[config.mk]
export PLATFORM = sky130hd
export DESIGN_NAME = pbf_front
export DESIGN_NICKNAME = d
export VERILOG_FILES = /design/src/rtl/core/pbf_pkg.sv /design/src/rtl/core/pbf_front.sv
export SDC_FILE = /design/constraint.sdc
export NUM_CORES = 1
export LEC_CHECK = 0
export ABC_CLOCK_PERIOD_IN_PS = 3300
export BUFFER_PORTS_ARGS = -buffer_cell sky130_fd_sc_hd__buf_2
export CORE_MARGIN = 8
export CORE_UTILIZATION = 23
export CTS_BUF_LIST = sky130_fd_sc_hd__clkbuf_8
export CTS_CLUSTER_DIAMETER = 200
export DETAILED_ROUTE_END_ITERATION = 8
export PLACE_DENSITY = 0.52
export SYNTH_ARGS = -nofsm -noshare
export SYNTH_HDL_FRONTEND = slang
export SYNTH_SLANG_ARGS = --single-unit
[constraint.sdc]
create_clock -name clk -period 3.3 [get_ports clk]
set_input_delay 0.165 -clock clk [delete_from_list [all_inputs] [get_ports clk]]
set_output_delay 0.165 -clock clk [all_outputs]
set_load 0.01 [all_outputs]
[src/rtl/core/pbf_pkg.sv]
`timescale 1ns / 1ps
// ----------------------------------------------------------------------------
// pbf_pkg: shared types and constants of the partitioned Bloom filter
// Store geometry, register map, operation codes and the words moved between
// the front end, the back end and the ports.
// ----------------------------------------------------------------------------
package pbf_pkg;

    localparam int MAX_ROWS      = 4;
    localparam int MAX_ROW_WORDS = 32;
    localparam int MAX_HASHES    = 8;

    localparam int WORD_W      = 32;
    localparam int BIT_IDX_W   = $clog2(WORD_W);
    localparam int STORE_WORDS = MAX_ROWS * MAX_ROW_WORDS;
    localparam int ADDR_W      = (STORE_WORDS > 1) ? $clog2(STORE_WORDS) : 1;

    localparam int ROWS_CNT_W   = $clog2(MAX_ROWS + 1);
    localparam int WORDS_W      = $clog2(MAX_ROW_WORDS + 1);
    localparam int HASHES_CNT_W = $clog2(MAX_HASHES + 1);
    localparam int ROW_W        = (MAX_ROWS > 1) ? $clog2(MAX_ROWS) : 1;
    localparam int HASH_W       = (MAX_HASHES > 1) ? $clog2(MAX_HASHES) : 1;
    localparam int REM_W        = $clog2(MAX_ROW_WORDS) + 1;

    // word index = (hash >> 5) mod row_words, MOD_STEP quotient bits a cycle
    localparam int DIV_BITS   = WORD_W - BIT_IDX_W;
    localparam int MOD_STEP   = 7;
    localparam int MOD_CYCLES = (DIV_BITS + MOD_STEP - 1) / MOD_STEP;
    localparam int DIV_PAD    = MOD_CYCLES * MOD_STEP;
    localparam int MOD_CNT_W  = (MOD_CYCLES > 1) ? $clog2(MOD_CYCLES) : 1;

    localparam int KEY_BYTES = WORD_W / 8;
    localparam int BYTE_W    = $clog2(KEY_BYTES);

    localparam logic [WORD_W-1:0] MIX_MUL  = 32'd7;
    localparam logic [WORD_W-1:0] ROW_ADD  = 32'd13;
    localparam logic [WORD_W-1:0] HASH_ADD = 32'd31;
    localparam logic [WORD_W-1:0] BIT_ONE  = 32'h1;
    localparam logic [WORD_W-1:0] ROW_STEP = MIX_MUL + ROW_ADD;

    localparam int QUEUE_DEPTH = 2;
    localparam int QPTR_W      = (QUEUE_DEPTH > 1) ? $clog2(QUEUE_DEPTH) : 1;
    localparam int QCNT_W      = $clog2(QUEUE_DEPTH + 1);

    // configuration registers
    localparam int CFG_INDEX_W  = 2;
    localparam int CFG_DATA_W   = 6;
    localparam int ROWS_REG_W   = 3;
    localparam int WORDS_REG_W  = 6;
    localparam int HASHES_REG_W = 4;

    localparam logic [CFG_INDEX_W-1:0] REG_ROWS   = 2'd0;
    localparam logic [CFG_INDEX_W-1:0] REG_WORDS  = 2'd1;
    localparam logic [CFG_INDEX_W-1:0] REG_HASHES = 2'd2;

    localparam logic [ROWS_REG_W-1:0]   ROWS_RESET   = 3'd4;
    localparam logic [WORDS_REG_W-1:0]  WORDS_RESET  = 6'd32;
    localparam logic [HASHES_REG_W-1:0] HASHES_RESET = 4'd3;

    // input codes
    localparam logic OP_LOOKUP = 1'b0;
    localparam logic OP_UPDATE = 1'b1;

    localparam logic [1:0] MODE_ANY      = 2'd0;
    localparam logic [1:0] MODE_NO_EXIST = 2'd1;
    localparam logic [1:0] MODE_EXIST    = 2'd2;
    localparam logic [1:0] MODE_CLEAR    = 2'd3;

    localparam logic STATUS_OK     = 1'b0;
    localparam logic STATUS_EXISTS = 1'b1;

    // job classes
    localparam logic [1:0] CLS_LOOKUP = 2'd0;
    localparam logic [1:0] CLS_INSERT = 2'd1;
    localparam logic [1:0] CLS_REJECT = 2'd2;
    localparam logic [1:0] CLS_CLEAR  = 2'd3;

    typedef struct packed {
        logic              operation;
        logic [1:0]        update_mode;
        logic [WORD_W-1:0] key;
    } in_word_t;

    typedef struct packed {
        logic found;
        logic status;
    } out_word_t;

    typedef struct packed {
        logic [1:0]        cls;
        logic [WORD_W-1:0] key;
    } job_t;

    typedef struct packed {
        logic [ROWS_CNT_W-1:0]   rows;
        logic [WORDS_W-1:0]      words;
        logic [HASHES_CNT_W-1:0] hashes;
    } cfg_t;

endpackage

[src/rtl/core/pbf_front.sv]
`timescale 1ns / 1ps
// ----------------------------------------------------------------------------
// pbf_front: input classifier and job queue
// Sorts each input word into lookup, insert, reject or clear and holds the
// jobs in a short queue until the back end takes them.
// ----------------------------------------------------------------------------
module pbf_front import pbf_pkg::*; (
    input  logic     clk,
    input  logic     rst_n,
    input  logic     in_valid,
    output logic     in_stall,
    input  in_word_t in_word,
    output logic     job_valid,
    input  logic     job_pop,
    output job_t     job
);

    job_t              q_reg [QUEUE_DEPTH];
    logic [QPTR_W-1:0] wr_ptr_reg, wr_ptr_next;
    logic [QPTR_W-1:0] rd_ptr_reg, rd_ptr_next;
    logic [QCNT_W-1:0] count_reg, count_next;
    logic              push;
    job_t              new_job;

    always_comb
    begin
        new_job.key = in_word.key;
        if (in_word.operation == OP_LOOKUP)
        begin
            new_job.cls = CLS_LOOKUP;
        end
        else
        begin
            case (in_word.update_mode)
                MODE_NO_EXIST: new_job.cls = CLS_REJECT;
                MODE_CLEAR:    new_job.cls = CLS_CLEAR;
                default:       new_job.cls = CLS_INSERT;
            endcase
        end
    end

    assign in_stall  = (int'(count_reg) == QUEUE_DEPTH);
    assign job_valid = (count_reg != '0);
    assign job       = q_reg[rd_ptr_reg];
    assign push      = in_valid && !in_stall;

    always_comb
    begin
        wr_ptr_next = wr_ptr_reg;
        rd_ptr_next = rd_ptr_reg;
        count_next  = count_reg;
        if (push)
        begin
            wr_ptr_next = (int'(wr_ptr_reg) == QUEUE_DEPTH - 1) ? '0 : wr_ptr_reg + 1'b1;
        end
        if (job_pop)
        begin
            rd_ptr_next = (int'(rd_ptr_reg) == QUEUE_DEPTH - 1) ? '0 : rd_ptr_reg + 1'b1;
        end
        if (push && !job_pop)
        begin
            count_next = count_reg + 1'b1;
        end
        else if (!push && job_pop)
        begin
            count_next = count_reg - 1'b1;
        end
    end

    always_ff @(posedge clk or negedge rst_n)
    begin
        if (!rst_n)
        begin
            wr_ptr_reg <= '0;
            rd_ptr_reg <= '0;
            count_reg  <= '0;
        end
        else
        begin
            wr_ptr_reg <= wr_ptr_next;
            rd_ptr_reg <= rd_ptr_next;
            count_reg  <= count_next;
        end
    end

    always_ff @(posedge clk)
    begin
        if (push)
        begin
            q_reg[wr_ptr_reg] <= new_job;
        end
    end

    a_pop_nonempty: assert property (@(posedge clk) disable iff (!rst_n)
        job_pop |-> count_reg != '0)
        else $error("job popped from empty queue");

    a_count_up: assert property (@(posedge clk) disable iff (!rst_n)
        push && !job_pop |=> count_reg == $past(count_reg) + 1'b1)
        else $error("queue count lost a push");

    a_count_bound: assert property (@(posedge clk) disable iff (!rst_n)
        int'(count_reg) <= QUEUE_DEPTH)
        else $error("queue count above depth");

endmodule

==> impl_results.md, run 1 <==
- Max-slew violation count: 0
- Worst Hold Class: input port to flip-flop
- Post-route cell area: 3831 um^2
- Cell Area, Synth: 2820 um^2
- Max Fanout on Critical Path: 20
- Max FFs per register: 68
- GRT Util Overall: 6.847%
- Hold Vio Cnt, Final: 0
- Dpl hpwl: 3.663 mm
- Worst Hold Depth: 1
- Post-synthesis mux area share: 17.44%
- Core area: 12,010 um^2
- Final wirelength: 5.390 mm
- Residual DRC: 0
- Worst Tran Pin Value: 872.3 ps
- Port bufs: 74
- ANT cells: 0
- First-pass GRT wire length: 8.335 mm
- Placed Area: 3328 um^2
- Vias: 1,466
- Adder-Cell Fraction of Synth Area: 0.4437%
- Vias per inst: 3.730
- Reg2reg start: count_reg[0]
- Post-synthesis xor/xnor area fraction: 1.553%
- Post-route ant nets: 0
- Startpoint Class: flip-flop
- Worst endpoint required time: 3130 ps
- Arr. time, crit path: 2010 ps
- Synth area leaders: edfxtp_1 72%, mux2_4 15%, dfrtp_1 3.5%
- Crit end category: output pin
- Layout overhead on the synthesized area: 35.85%
- Die width: 126.7 um
- Main synth FF type: edfxtp_1
- Yosys reg bits: 72
- Root Buffer Master: clkbuf_8
- Simple-gate share of the synthesized area: 1.287%
- Synth area leader: edfxtp_1
- Count leader, synth: edfxtp_1
- Synth top cells by count: 68 x edfxtp_1, 29 x mux2_4, 5 x mux2_2
- Worst-Skew Late Latency: 330 ps
- TritonCTS clock tree: done
- Highest clock rate: 459.3 MHz
- Reg clk slew, reported paths: 70 ps
- Setup Viol. Count Final: 0
- Mean Syn Cell Area: 22.03 um^2
- Sequential share of the synthesized area: 75.95%
- Clock Tree Buf Depth: 2
- Critical Setup Path Class: flip-flop to output pin
- Fin crit period: 2177 ps
- Final setup TNS: 0 ps
- Avg WL per Cell: 13.72 um
- TritonCTS buffer count: 9
- Post-CTS setup buffers: 0
- WHS Endpoint: q_reg[1][22]
- Count of distinct cell types in the synthesized netlist: 17
- Die Span Y: 126.7 um
- Grt ovf: 0
- Core Util, Final: 31.90%
- Fin crit share: 65.97%
- Slew headroom: 41.85%
- Max-cap viol count: 0
- Synth warn: 0
- IO Count: 75
- RSZ-0062 raised after global routing: no
- R2R Setup Slk: 1400 ps
- Vias in the first global route: 1,635
- Initial Util: 23.48%
- H-Tree Depth: 3
- Main combinational cell family by area after synthesis: multiplexers
- Pwr Total: 3054 uW
- Final net count: 281
- Pleak: 0.001545 uW
- Syn_nets: 168
- Status: complete, no violations
- Routability cong.: 0.5916
- Fraction of layout cells with a size suffix above 1: 50.81%
- DR iter-0 viols: 55
- Pin count of the biggest net entering global routing: 35
- Share of the synthesized area in the top cell type: 72.40%
- Clk_skew: 4.463 ps
- Power density cells: 797.1 nW/um^2
- Die area: 16,060 um^2
- TritonCTS Sinks: 72
- Post-synthesis cell count: 128
- Worst Reg2Reg Path Length in Cells: 4
- Worst hold slack: 34.38 ps
- Post-synth EDFFs: 68
- Rows: 40
- Post-synthesis compound-gate area fraction: 0.2662%
- Initial antenna violation count: 0
- Hold_sp: in_word[22]
- Pre-antenna DRT Iters: 4
- Worst R2R End: q_reg[0][28]
- Ys async rst share: 5.556%
- Max VDD drop: 514.5 uV
==> per-stage QoR <==
step / instances / setup WS (ps)
finish: 393 / 1123
global route: 393 / 987.4
CTS: 393 / 1017
detailed placement: 347 / 1354
global placement: 347 / 1399
floorplan: 128 / 814.4
==> worst max-delay path by stage <==
stage	from	to	slack, ps	cells after the start
final	rd_ptr_reg	job[16]	1120	3
after detailed placement	count_reg[0]	q_reg[0][1]	1350	4
after floorplan	count_reg[0]	q_reg[0][0]	810	3
after global placement	rd_ptr_reg	job[16]	1400	3
after CTS	rd_ptr_reg	job[16]	1020	3
after global routing	rd_ptr_reg	job[16]	990	3
==> per-layer routing <==
| layer | track usage (%) | vias to the layer above | part of all wire, % |
|---|---|---|---|
| met5 | 0 | - | 0 |
| met2 | 10.75 | 47 | 48 |
| met4 | 3.569 | 0 | 1.7 |
| met3 | 3.477 | 10 | 7.9 |
| met1 | 7.462 | 695 | 43 |
| li1 | - | 714 | - |
==> worst max-delay path, stage by stage (launching register included) <==
cell	delay, ps
dfrtp_2	780
buf_4	420
mux2_4	340
buf_2	140
==> kinds of logic (layout without fill, tap and decap cells) <==
| group | count (synthesis) | count (layout) |
|---|---|---|
| xor+xnor | 5 | 5 |
| buf+inv | 8 | 126 |
| simple gates | 7 | 7 |
| mux | 34 | 34 |
| compound gates | 1 | 1 |
| fa+ha+maj | 1 | 1 |
| flops | 72 | 72 |
==> area by class of cell <==
cell class	count	area [um^2]
Sequential cell	72	2143
Fill cell	1194	8180
Inverter	4	15.01
Timing Repair Buffer	106	685.7
Clock buffer	9	123.9
Tap cell	147	183.9
Multi-Input combinational cell	48	600.6
Clock inverter	7	78.83
==> cells in the final DEF, fill, tap and decap left out <==
master and count:
mux2_2 5, nor2_1 1, buf_2 74, ha_1 1, dfrtp_2 1, nand2_1 1
and3_2 1, xor2_1 3, clkbuf_8 9, xnor2_1 2, clkinv_1 3, edfxtp_1 68
inv_1 6, nor2_4 1, nand2b_1 1, dfrtp_1 3, or2_2 1, mux2_4 29
a21boi_0 1, buf_4 2, and2_1 1, dlygate4sd3_1 30, bufinv_16 2
==> repair_timing <==
| action | in CTS | in global routing |
|---|---|---|
| hold endpoints to repair | 61 | 0 |
| gates resized for setup | 0 | 0 |
| hold buffers | 30 | 0 |
==> report_power, final <==
group	total (uW)	switching [uW]	internal, uW
registers	1380	125	1250
logic	965	447	518
clock network	709	297	413
total	3050	869	2190
No activity file was read; power rests on OpenSTA's default activity.
==> run 2: changes to the inputs <==
--- a/config.mk
+++ b/config.mk
@@ -5,14 +5,14 @@
 export SDC_FILE = /design/constraint.sdc
 export NUM_CORES = 1
 export LEC_CHECK = 0
-export ABC_CLOCK_PERIOD_IN_PS = 3300
+export ABC_CLOCK_PERIOD_IN_PS = 2000
 export BUFFER_PORTS_ARGS = -buffer_cell sky130_fd_sc_hd__buf_2
 export CORE_MARGIN = 8
 export CORE_UTILIZATION = 23
 export CTS_BUF_LIST = sky130_fd_sc_hd__clkbuf_8
 export CTS_CLUSTER_DIAMETER = 200
 export DETAILED_ROUTE_END_ITERATION = 8
-export PLACE_DENSITY = 0.52
+export PLACE_DENSITY = 0.54
 export SYNTH_ARGS = -nofsm -noshare
 export SYNTH_HDL_FRONTEND = slang
 export SYNTH_SLANG_ARGS = --single-unit
==> constraint.sdc (replaced) <==
create_clock -name clk -period 2 [get_ports clk]
set_input_delay 0.1 -clock clk [delete_from_list [all_inputs] [get_ports clk]]
set_output_delay 0.1 -clock clk [all_outputs]
set_load 0.01 [all_outputs]
==> impl_results.md, run 2 (synthesized netlist as in run 1, its figures left out) <==
- H-Tree Depth: 3 (unchanged)
- Port bufs: 74 (unchanged)
- Vias per inst: 3.828 (+2.6%)
- Fin crit share: 78.46%
- Core area: 12,010 um^2 (unchanged)
- IO Count: 75 (unchanged)
- Root Buffer Master: clkbuf_8
- Worst Tran Pin Value: 258.9 ps (-613.4 ps)
- Pleak: 0.001551 uW (+0.44%)
- ANT cells: 0 (unchanged)
- Global Route met2 Usage: 11.10% (+0.35 points)
- GRT Util Overall: 6.764% (-0.084 points)
- DR iter-0 viols: 54 (-1.8%)
- TritonCTS buffer count: 9 (unchanged)
- Grt ovf: 0 (unchanged)
- Final setup TNS: 0 ps (unchanged)
- Residual DRC: 0 (unchanged)
- Busiest layer in global routing: met2
- Max VDD drop: 497.0 uV (-3.4%)
- Die Span Y: 126.7 um (unchanged)
- Worst-Skew Late Latency: 320 ps (about the same)
- Post-route ant nets: 0 (unchanged)
- Setup Viol. Count Final: 0 (unchanged)
- Startpoint Class: flip-flop
- Fraction of layout cells with a size suffix above 1: 50.60% (-0.21 points)
- DP Worst Slack: 488.3 ps (-865.7 ps)
- Final worst slack: 430.8 ps (-692.1 ps)
- Crit end category: flip-flop
- Most frequent cells in the layout: 74 x buf_2, 68 x edfxtp_1, 34 x dlygate4sd3_1
- Resized cells post-CTS: 0 (unchanged)
- Critical Setup Path Class: flip-flop to flip-flop
- Worst Hold Class: input port to asynchronous set/reset pin
- TritonCTS Sinks: 72 (unchanged)
- Final wirelength: 5.353 mm (-0.69%)
- Max-cap viol count: 0 (unchanged)
- RSZ-0062 raised after global routing: no
- Initial Util: 23.48% (unchanged)
- First-pass GRT wire length: 8.493 mm (+1.9%)
- Max FFs per register: 68 (unchanged)
- Most common cell after layout, fill and taps aside: buf_2
- Arr. time, crit path: 1810 ps (-200 ps)
- Status: complete, no violations
- Vias in the first global route: 1,710 (+4.6%)
- Max-slew violation count: 0 (unchanged)
- Dpl hpwl: 3.663 mm (about the same)
- Rows: 40 (unchanged)
- Power density cells: 1255 nW/um^2 (+57%)
- Max Fanout on Critical Path: 4 (-80%)
- Worst endpoint required time: 2250 ps (-880 ps)
- Hold Vio Cnt, Final: 0 (unchanged)
- Routability cong.: 0.5757 (-2.7%)
- Clk_skew: 5.256 ps (+0.7936 ps)
- Highest clock rate: 637.3 MHz
- Layout overhead on the synthesized area: 36.91%
- Die width: 126.7 um (unchanged)
- Vias: 1,516 (+3.4%)
- Fin crit period: 1569 ps
- Pin count of the biggest net entering global routing: 35 (unchanged)
- Die area: 16,060 um^2 (unchanged)
- Final net count: 287 (+2.1%)
- Clock Tree Buf Depth: 2 (unchanged)
- Slew headroom: 82.74% (+41 points)
- TritonCTS clock tree: done
- Initial antenna violation count: 0 (unchanged)
- M1 GR Usage: 7.272% (-0.19 points)
- Reg clk slew, reported paths: 70 ps (about the same)
- Avg WL per Cell: 13.52 um (-1.4%)
- Worst hold slack: 104.6 ps (+70.22 ps)
- Pre-antenna DRT Iters: 4 (unchanged)
- M3 GR Usage: 3.435% (-0.042 points)
-- run 2: repair_timing --
action	CTS	global route
hold endpoints to repair	69	0
hold buffers	34	0
setup buffers	0	0
-- run 2: layer usage --
layer / routed length [um] / share of wire [%]
met4: 68 / 1.3
met1: 2255 / 42
met2: 2624 / 49
met3: 405 / 7.6
met5: 0 / 0
-- run 2: final timing paths --
kind | start | to | slack (ps) | cells past startpoint
hold / removal | rst_n | count_reg[0] | 100 | 2
setup reg to reg | count_reg[0] | count_reg[1] | 430 | 6
max in group asynchronous | rst_n | rd_ptr_reg | 1760 | 2
min in group clk | in_word[32] | q_reg[1][33] | 110 | 2
hold reg to reg | count_reg[1] | count_reg[1] | 500 | 1
setup / recovery | count_reg[0] | count_reg[1] | 430 | 6
-- run 2: final cells by class --
type	count	area, um^2
tap	147	183.9
multi-input combinational	48	600.6
fill	1193	8150
sequential	72	2143
inverter	4	15.01
clock inverter	4	16.27
timing repair buffer	112	778.2
clock buffer	9	123.9
-- run 2: report_power, final --
group / internal, uW / total (uW) / switching [uW]
Sequential: 2070 / 2170 / 108
Combinational: 941 / 1800 / 854
Clock: 414 / 875 / 461
Total: 3420 / 4850 / 1420
-- run 2: worst max-delay path, cell delays in order (launching register included) --
cell	delay [ps]
dfrtp_1	430
nand2b_1	200
nand2_1	170
inv_1	70
ha_1	300
nor2_1	150
xor2_1	170
-- run 2: per-stage QoR --
| stage | cells | cell area [um^2] | total power, uW | util (%) |
|---|---|---|---|---|
| after floorplan | 128 | 2823 | 3453 | - |
| after global placement | 349 | 3381 | 4006 | 28.15 |
| after detailed placement | 349 | 3381 | 4021 | 28.15 |
| after CTS | 396 | 3861 | 4964 | 32.15 |
| after global routing | 396 | 3861 | 5135 | 32.15 |
| final | 396 | 3861 | 4846 | 32.15 |
